--- src/sv/tce_pkg.sv ---
// Shared constants, types and control structs for the Takagi curve evaluator.
// Depends on nothing; tce_term_unit and takagi_curve_evaluator refer to it by scoped names.
package tce_pkg;

  localparam int MAX_TERMS   = 50;
  localparam int FRAC_BITS   = 32;
  localparam int WEIGHT_BITS = 16;

  localparam int SUM_BITS  = FRAC_BITS + 6;
  localparam int TRI_BITS  = FRAC_BITS + 1;
  localparam int TW_BITS   = WEIGHT_BITS + 1;
  localparam int TERM_BITS = TW_BITS + TRI_BITS - WEIGHT_BITS;
  localparam int K_BITS    = (MAX_TERMS > 1) ? $clog2(MAX_TERMS) : 1;

  localparam logic [K_BITS-1:0]      K_LAST       = K_BITS'(MAX_TERMS - 1);
  localparam logic [WEIGHT_BITS-1:0] WEIGHT_RESET = WEIGHT_BITS'(32768);

  typedef enum logic [1:0] {
    ST_IDLE,
    ST_RUN,
    ST_SUM,
    ST_HOLD
  } state_t;

  // Sequencer commands to the term unit
  typedef struct packed {
    logic start;
    logic step;
    logic sum;
  } ctrl_t;

  // Term unit status back to the sequencer
  typedef struct packed {
    logic tw_zero;
  } status_t;

endpackage

--- src/sv/tce_cell.sv ---
// One bit cell of the abscissa shift row: loads, shifts left, folds by the MSB.
// Depends on nothing beyond its ports.
module tce_cell (
  input  logic clk,
  input  logic load,
  input  logic shift,
  input  logic load_bit,
  input  logic shift_in,
  input  logic fold,
  output logic q,
  output logic folded
);

  always_ff @(posedge clk) begin
    if (load) begin
      q <= load_bit;
    end else if (shift) begin
      q <= shift_in;
    end
  end

  // Upper half of the triangle uses the one's complement; the +1 comes later
  assign folded = q ^ fold;

endmodule

--- src/sv/tce_term_unit.sv ---
// Weighted term unit: running weight, term product and accumulator.
// Depends on tce_pkg.
module tce_term_unit (
  input  logic                              clk,
  input  tce_pkg::ctrl_t                    ctrl,
  input  logic [tce_pkg::WEIGHT_BITS-1:0]   weight,
  input  logic [tce_pkg::TRI_BITS-1:0]      tri_val,
  output tce_pkg::status_t                  status,
  output logic [tce_pkg::SUM_BITS-1:0]      acc
);

  localparam int TPROD_BITS = tce_pkg::TW_BITS + tce_pkg::TRI_BITS;
  localparam int WPROD_BITS = tce_pkg::TW_BITS + tce_pkg::WEIGHT_BITS;

  logic [tce_pkg::TW_BITS-1:0]   tw;
  logic [tce_pkg::TERM_BITS-1:0] term;
  logic [TPROD_BITS-1:0]         term_prod;
  logic [WPROD_BITS-1:0]         tw_prod;
  logic [tce_pkg::TW_BITS-1:0]   tw_next;
  logic [tce_pkg::TERM_BITS-1:0] term_next;

  assign term_prod = TPROD_BITS'(tw) * TPROD_BITS'(tri_val);
  assign tw_prod   = WPROD_BITS'(tw) * WPROD_BITS'(weight);
  assign term_next = term_prod[TPROD_BITS-1:tce_pkg::WEIGHT_BITS];
  assign tw_next   = tw_prod[tce_pkg::TW_BITS+tce_pkg::WEIGHT_BITS-1:tce_pkg::WEIGHT_BITS];

  assign status.tw_zero = (tw_next == '0);

  always_ff @(posedge clk) begin
    if (ctrl.start) begin
      tw   <= {1'b1, {tce_pkg::WEIGHT_BITS{1'b0}}};
      term <= '0;
      acc  <= '0;
    end else if (ctrl.step) begin
      // term k is registered here and added to acc in the cycle after
      tw   <= tw_next;
      term <= term_next;
      acc  <= acc + tce_pkg::SUM_BITS'(term);
    end else if (ctrl.sum) begin
      term <= '0;
      acc  <= acc + tce_pkg::SUM_BITS'(term);
    end
  end

endmodule

--- src/sv/takagi_curve_evaluator.sv ---
// Channel | Signals                                | Role
// in      | in_valid, in_stall, abscissa           | x as unsigned Q0.32
// out     | out_valid, out_stall, curve_value      | sum as unsigned Q6.32
// cfg     | cfg_wr_en, cfg_wr_data                 | weight w as unsigned Q0.16
// One transaction evaluates one term per step through the shared term multipliers, up to
// MAX_TERMS terms, fewer when the running weight underflows to zero.
// The row of bit cells shifts the abscissa left one place per term.
// rst is synchronous; it clears the sequencer, the output valid and sets weight to 0.5.
// A stalled result is held in the output register while the next abscissa is accepted.
// Depends on tce_pkg, tce_cell and tce_term_unit.
module takagi_curve_evaluator (
  input  logic        clk,
  input  logic        rst,
  input  logic        in_valid,
  output logic        in_stall,
  input  logic [31:0] abscissa,
  output logic        out_valid,
  input  logic        out_stall,
  output logic [37:0] curve_value,
  input  logic        cfg_wr_en,
  input  logic [15:0] cfg_wr_data
);

  tce_pkg::state_t  state;
  tce_pkg::state_t  state_next;
  tce_pkg::ctrl_t   ctrl;
  tce_pkg::status_t status;

  logic [tce_pkg::K_BITS-1:0]      k;
  logic [tce_pkg::K_BITS-1:0]      k_next;
  logic [tce_pkg::WEIGHT_BITS-1:0] weight;
  logic [tce_pkg::FRAC_BITS-1:0]   bits;
  logic [tce_pkg::FRAC_BITS-1:0]   folded;
  logic [tce_pkg::FRAC_BITS-1:0]   mag;
  logic [tce_pkg::TRI_BITS-1:0]    tri_val;
  logic [tce_pkg::SUM_BITS-1:0]    acc;
  logic                            in_accept;
  logic                            out_free;
  logic                            out_load;

  assign in_accept = in_valid && !in_stall;
  assign out_free  = !out_valid || !out_stall;

  always_ff @(posedge clk) begin
    if (rst) begin
      weight <= tce_pkg::WEIGHT_RESET;
    end else if (cfg_wr_en) begin
      weight <= cfg_wr_data;
    end
  end

  // Abscissa shift row; bit 0 takes zero on each shift
  for (genvar i = 0; i < tce_pkg::FRAC_BITS; i++) begin : g_cell
    tce_cell u_cell (
      .clk      (clk),
      .load     (in_accept),
      .shift    (ctrl.step),
      .load_bit (abscissa[i]),
      .shift_in ((i == 0) ? 1'b0 : bits[(i == 0) ? 0 : i-1]),
      .fold     (bits[tce_pkg::FRAC_BITS-1]),
      .q        (bits[i]),
      .folded   (folded[i])
    );
  end

  assign mag     = folded + tce_pkg::FRAC_BITS'(bits[tce_pkg::FRAC_BITS-1]);
  assign tri_val = {mag, 1'b0};

  tce_term_unit u_term (
    .clk     (clk),
    .ctrl    (ctrl),
    .weight  (weight),
    .tri_val (tri_val),
    .status  (status),
    .acc     (acc)
  );

  always_ff @(posedge clk) begin
    if (rst) begin
      state <= tce_pkg::ST_IDLE;
      k     <= '0;
    end else begin
      state <= state_next;
      k     <= k_next;
    end
  end

  always_comb begin
    state_next = state;
    k_next     = k;
    ctrl       = '0;
    in_stall   = 1'b1;
    out_load   = 1'b0;
    unique case (state)
      tce_pkg::ST_IDLE: begin
        // hold off input while in reset
        in_stall = rst;
        if (in_valid) begin
          ctrl.start = 1'b1;
          k_next     = '0;
          state_next = tce_pkg::ST_RUN;
        end
      end
      tce_pkg::ST_RUN: begin
        ctrl.step = 1'b1;
        k_next    = k + 1'b1;
        if (status.tw_zero || k == tce_pkg::K_LAST) begin
          state_next = tce_pkg::ST_SUM;
        end
      end
      tce_pkg::ST_SUM: begin
        // fold in the last registered term
        ctrl.sum   = 1'b1;
        state_next = tce_pkg::ST_HOLD;
      end
      tce_pkg::ST_HOLD: begin
        if (out_free) begin
          out_load   = 1'b1;
          state_next = tce_pkg::ST_IDLE;
        end
      end
      default: begin
        state_next = tce_pkg::ST_IDLE;
      end
    endcase
  end

  always_ff @(posedge clk) begin
    if (rst) begin
      out_valid <= 1'b0;
    end else if (out_load) begin
      out_valid <= 1'b1;
    end else if (!out_stall) begin
      out_valid <= 1'b0;
    end
  end

  always_ff @(posedge clk) begin
    if (out_load) begin
      curve_value <= acc;
    end
  end

  a_accept_runs: assert property (@(posedge clk) disable iff (rst)
    in_accept |=> state == tce_pkg::ST_RUN && k == '0)
    else $error("accepted transaction did not start term loop");

  a_k_bound: assert property (@(posedge clk) disable iff (rst)
    state == tce_pkg::ST_RUN |-> k <= tce_pkg::K_LAST)
    else $error("term counter beyond last term");

  a_sum_then_hold: assert property (@(posedge clk) disable iff (rst)
    state == tce_pkg::ST_SUM |=> state == tce_pkg::ST_HOLD)
    else $error("final sum step not followed by hold");

  a_hold_delivers: assert property (@(posedge clk) disable iff (rst)
    out_load |=> out_valid && curve_value == $past(acc))
    else $error("result not presented after load");

  a_no_overwrite: assert property (@(posedge clk) disable iff (rst)
    out_valid && out_stall |-> !out_load)
    else $error("stalled result overwritten");

endmodule
--- config.mk ---
export PLATFORM = sky130hd
export DESIGN_NAME = takagi_curve_evaluator
export DESIGN_NICKNAME = d
export VERILOG_FILES = /design/src/sv/tce_pkg.sv /design/src/sv/tce_cell.sv /design/src/sv/tce_term_unit.sv /design/src/sv/takagi_curve_evaluator.sv
export SDC_FILE = /design/constraint.sdc
export NUM_CORES = 2
export LEC_CHECK = 0
export ABC_AREA = 1
export BUFFER_PORTS_ARGS = -buffer_cell sky130_fd_sc_hd__buf_2
export CELL_PAD_IN_SITES_DETAIL_PLACEMENT = 1
export CELL_PAD_IN_SITES_GLOBAL_PLACEMENT = 1
export CORE_ASPECT_RATIO = 0.75
export CORE_UTILIZATION = 49
export CTS_BUF_LIST = sky130_fd_sc_hd__clkbuf_16
export DETAILED_ROUTE_END_ITERATION = 6
export PLACE_DENSITY_LB_ADDON = 0.1
export RECOVER_POWER = 100
export SLEW_MARGIN = 40
export SYNTH_ARGS = -nofsm -noshare
export SYNTH_HDL_FRONTEND = slang
export SYNTH_SLANG_ARGS = --single-unit
export TNS_END_PERCENT = 100
--- constraint.sdc ---
create_clock -name clk -period 9.7 [get_ports clk]
set_input_delay 0.485 -clock clk [delete_from_list [all_inputs] [get_ports clk]]
set_output_delay 0.485 -clock clk [all_outputs]
set_load 0.01 [all_outputs]
# After elaboration in Yosys (flattened, before gate mapping)
# Cells that the tools add are included.
totals:
  ff_bits: 184
  latchBits: 0
  ramBits: 0
  mem_bits_ro: 0
  in_bits: 53
  elab_cells: 180
  n_memories: 0
op_classes:
  add_sub_neg: 3
  multipliers: 2
  div: 0
  order_cmp: 0
  n_eq_ne: 8
  n_shift: 0
  mux: 83
  bitwise_logic: 31
  n_reduce_logical: 13
op_table:
  columns: ["op", "count"]
  rows:
  - ["38-bit two-way mux", 2]
  - ["1-bit two-way mux", 73]
  - ["34-bit two-way mux", 2]
  - ["17-bit by 32-bit multiplier with 49-bit output", 1]
  - ["38-bit by 34-bit adder with 38-bit output", 1]
  - ["17-bit by 16-bit multiplier with 33-bit output", 1]
  - ["31-bit by 1-bit adder with 32-bit output", 1]
  - ["1-bit XOR", 31]
  - ["17-bit zero test", 1]
  - ["6-bit one-hot mux with 2 select lines", 1]
  - ["2-bit one-hot mux with 4 select lines", 1]
  - ["6-bit by 1-bit adder with 6-bit output, second input constant", 1]
  - ["6-bit == test, second input constant", 1]
  - ["2-bit two-way mux", 3]
  - ["6-bit two-way mux", 1]
  - ["2-bit inequality test, second input constant", 3]
  - ["2-bit nonzero test", 3]
  - ["2-bit == test, second input constant", 2]
  - ["1-bit zero test", 3]
  - ["3-bit AND reduction", 1]
  - ["2-bit by 1-bit == test with 1-bit output, second input constant", 1]
  - ["2-bit zero test", 1]
  - ["1-bit logical OR", 2]
  - ["2-bit by 1-bit inequality test with 1-bit output, second input constant", 1]
  - ["2 further kinds", 2]

# Longest topological paths before layout
logic_depth:
  depth_word: 5
  depth_mapped: 40

# By module
# Synthesis repeated with hierarchy kept, for this count alone.
unflattened:
  cells_unflattened: 5586
  area_unflattened_um2: 39576.7
modules_own_cells:
  columns: ["mod", "n_inst", "cells_per_inst", "area_per_inst_um2", "seq_area_each_um2"]
  rows:
  - ["tce_term_unit", 1, 4854, 34099.0, 1781.7]
  - ["takagi_curve_evaluator", 1, 380, 3235.6, 1641.6]
  - ["tce_cell", 32, 11, 70.1, 30.0]

# Worst setup path after synthesis
# OpenSTA, ideal clock, no wires.
synth_timing:
  path_type: "register to register"
  from: "register g_cell[31].u_cell.q"
  to: "register u_term.term[26] (netlist bit)"
  setup_ns: 0.132
  arrival_time_ns: 6.797
  path_slack_ns: 2.771
  path_stages_with_launch: 37
  n_path_buf: 3
  synth_period_minus_slack_ns: 6.929
  cell_sequence: "edfxtp_1 buf_4 buf_12 xor2_1 nand2_1 nor2_1 nand2_1 nor2_2 nand2_1 nor3_2 nand3_1 o21ai_0 nand2_1 inv_1 buf_4 nand2_1 fa_1 fa_1 fa_1 inv_1 fa_1 fa_1 inv_1 fa_1 inv_1 ha_1 nand2_1 nor2_1 inv_1 nor4_1 nand2_1 nand3_1 nand3_1 o21ai_0 a21oi_1 o21ai_0 a21oi_1"
synth_between:
  elab_chain_cells: 4
  word_cells_on_any_way: 34
  cone_classes: "add/sub: 1; mul: 1; mux: 1; bitwise: 31"
synth_lines:
  columns: ["element", "line_no", "rtl"]
  rows:
  - ["start: declaration", "tce_cell.sv:10", "output logic q,"]
  - ["start signal: assignment", "tce_cell.sv:16", "q <= load_bit;"]
  - ["start signal: assignment", "tce_cell.sv:18", "q <= shift_in;"]
  - ["1-bit XOR", "tce_cell.sv:23", "assign folded = q ^ fold;"]
  - ["31-bit by 1-bit adder with 32-bit output *", "takagi_curve_evaluator.sv:66", "assign mag = folded + tce_pkg::FRAC_BITS'(bits[tce_pkg::FRAC_BITS-1]);"]
  - ["17-bit by 32-bit multiplier with 49-bit output *", "tce_term_unit.sv:22", "assign term_prod = TPROD_BITS'(tw) * TPROD_BITS'(tri_val);"]
  - ["34-bit two-way mux *", "tce_term_unit.sv:34", "end else if (ctrl.step) begin"]
  - ["end signal: assignment", "tce_term_unit.sv:37", "term <= term_next;"]
  - ["end: declaration", "tce_term_unit.sv:16", "logic [tce_pkg::TERM_BITS-1:0] term;"]
# Every way passes the cells marked *; elsewhere a longest branch is shown, timed or not.
# A chain may end at the register's enable or synchronous reset.

# Worst setup path after layout
layout_timing:
  from: "register g_cell[31].u_cell.q"
  to: "register u_term.term[16] (netlist bit)"
# Same word-level chain as after synthesis.

==> results.yml <==
timing:
  clock_skew_ps: 26.1
  rsz0062_at_grt: "false"
  finalSetupViolCount: 0
  slew_headroom_pct: -66.3
  slew_viol_final: 177
  tightest_slew_ps: 2480
  timing.final.crit_period_ps: 9260
  finalSetupTns_ps: 0
  fmax_mhz: 108
  timing.final.crit_share_pct: 95.4
  hold_viol: 0
layout:
  multi_input_area_sq_um: 27200
  finalNetCount: 5886
  syn2layout_area_growth_pct: 5.23
  antenna_cells: 0
  drive_gt1_share_pct: 4.71
  regArea_sq_um: 4410
  nFillCells: 9481
critical_path:
  cpPeakStageDelay_ps: 610
  worst_path_max_delay_cell: "edfxtp_1"
  crit_arrival_ps: 9690
  path_class: "reg -> reg"
  crit_path_start_kind: "register"
  worst-endpoint-required_ps: 10140
  r2r_slack_ps: 440
  path_max_fanout: 25
  cp-end-kind: "register"
  path_common_cell: "inv_1"
floorplan:
  dieHeight_um: 240
  std_cell_rows: 86
  start_util_pct: 50.0
  die_w_um: 319
  num_io_pins: 93
  dieArea_sq_um: 76600
  coreArea_sq_um: 74000
logic_synthesis:
  synth-edff-count: 70
  synth_cells: 4926
  synth_cell_types: 52
  postSynthAreaPerCell_sq_um: 7.51
  yosysMostFrequentCell: "inv_1"
  synth-async-reset-ratio_pct: 0
  synth_top_area_share_pct: 35.4
  yosysTopAreaCell: "fa_1"
  synth_seq_cells: 184
  synth_ff_type: "dfxtp_1"
  synth_nets: 5899
  yosys-top-cells-count: "inv_1 (1226), nand2_1 (1122), fa_1 (655)"
  syn_area_sq_um: 37000
  synthTopCellsByArea: "fa_1 (35%), inv_1 (12%), nand2_1 (11%)"
  yosys_warnings: 0
  ys_seq_area_share_pct: 11.8
clocking:
  cts_num_sinks: 184
  worstSkewPairLatency_ps: 530
  cts_tree: "built"
  cts-resized-gates: 0
  cts_inserted_buffers: 17
  cts.htree.levels: 4
  cts_setup_buffers: 0
  hold_buffers: 0
  clk_pin_slew_worst_paths_ps: 90
  clock_path_buffers: 2
  cts-root-buf: "clkbuf_16"
global_route:
  antenna_found_initial: 3
  grt_max_degree: 64
  grt_overflow: 0
  grt_pass1_vias: 33784
  grt_pass1_wl_um: 198000
  track_usage_pct: 34.5
route:
  drtIter0Drc: 2715
  avgRoutedWirePerCell_um: 21.6
  dr.max_layer_used: "met5"
  via_per_inst: 5.44
  drtAntennaViolNets: 0
  wirelength_met1_um: 59300
  dr_wl_met2_um: 51000
  vias: 32036
  routed_wl_um: 127000
  firstDrtPassIters: 5
  wl_met3_um: 14500
  route.detailed.drc: 0
placement:
  gp_congestion: 0.981
  portBuffers: 92
  place_hpwl_um: 105000
outcome:
  status: "finished with violations"
  violations: "max-capacitance violations, max-slew violations"
hold_path:
  hold_class: "in -> reg"
flow_run:
  maxCapViolCount: 4
-- critical path: cells and delay by family, from the launching register on --
family | cells | cell delay [ps]
xor gates and xnor gates | 1 | 200
DFF | 1 | 610
and+or+nand+nor | 13 | 2070
adders and majority gates | 7 | 3360
AOI/OAI and AO/OA | 3 | 760
buffers and inverters | 12 | 2140
-- cell type report --
class	count	area share (%)
multi-input cells	3319	70.0
repair buffers	148	2.05
clock buffers	17	1.09
flip-flops and latches	184	11.3
well taps	968	3.11
inverters	1243	12.0
clock inverters	15	0.453
-- metrics by stage --
| stage | std cells | area, sq um | setup slack (ps) | hold WS (ps) | utilization, % |
|---|---|---|---|---|---|
| final | 5894 | 38900 | 443 | 169 | 52.6 |
| after global routing | 5894 | 38900 | 3.74 | 160 | 52.6 |
| after CTS | 5894 | 39000 | 464 | 150 | 52.7 |
| after detailed placement | 5862 | 38400 | 516 | 449 | 51.9 |
| after global placement | 5862 | 38400 | 618 | 445 | 51.9 |
| after floorplan | 4926 | 37000 | 2770 | 431 | - |
-- path summary, 6_finish.rpt --
kind                             from               to  depth (start not counted)
setup / recovery  g_cell[31].u_cell.q  u_term.term[16]                         36
hold / removal                    rst        out_valid                          2
hold reg to reg        u_term.acc[37]  curve_value[37]                          0
setup reg to reg  g_cell[31].u_cell.q  u_term.term[16]                         36
-- metal layers --
layer	global-route usage, %	vias up
li1	-	14480
met1	50.5	16233
met2	49.5	1217
met3	11.5	104
met4	6.50	2
met5	0.571	-
-- layout by cell type (no fill, tap or decap), types with 18 or more instances in the layout --
master / count
or2_2: 18
o211ai_1: 22
nor2_1: 522
mux2_2: 30
buf_2: 51
ha_1: 264
dfxtp_1: 98
inv_1: 1224
fa_1: 655
xnor2_1: 39
edfxtp_1: 70
o21ai_0: 141
nor3_1: 40
clkbuf_1: 49
nand3_1: 108
xor2_1: 28
a21oi_1: 198
nand2_1: 1121
buf_4: 48
-- cells by family after synthesis --
logic type | synth area share [%]
xor+xnor | 1.70
compound gates | 6.47
simple gates | 20.1
fa+ha+maj | 44.4
mux | 0.913
buf+inv | 14.6
flops | 11.8
-- registers in the layout, indices dropped and copies added, names as in the netlist --
| register | count |
|---|---|
| state | 2 |
| out_valid | 1 |
| weight | 16 |
| g_cell.u_cell.q | 32 |
| k | 6 |
| curve_value | 38 |
| u_term.term | 34 |
| u_term.tw | 17 |
| u_term.acc | 38 |
Power is not shown: default switching activity piles up to over one toggle a cycle in this logic, so the estimate is an artifact.
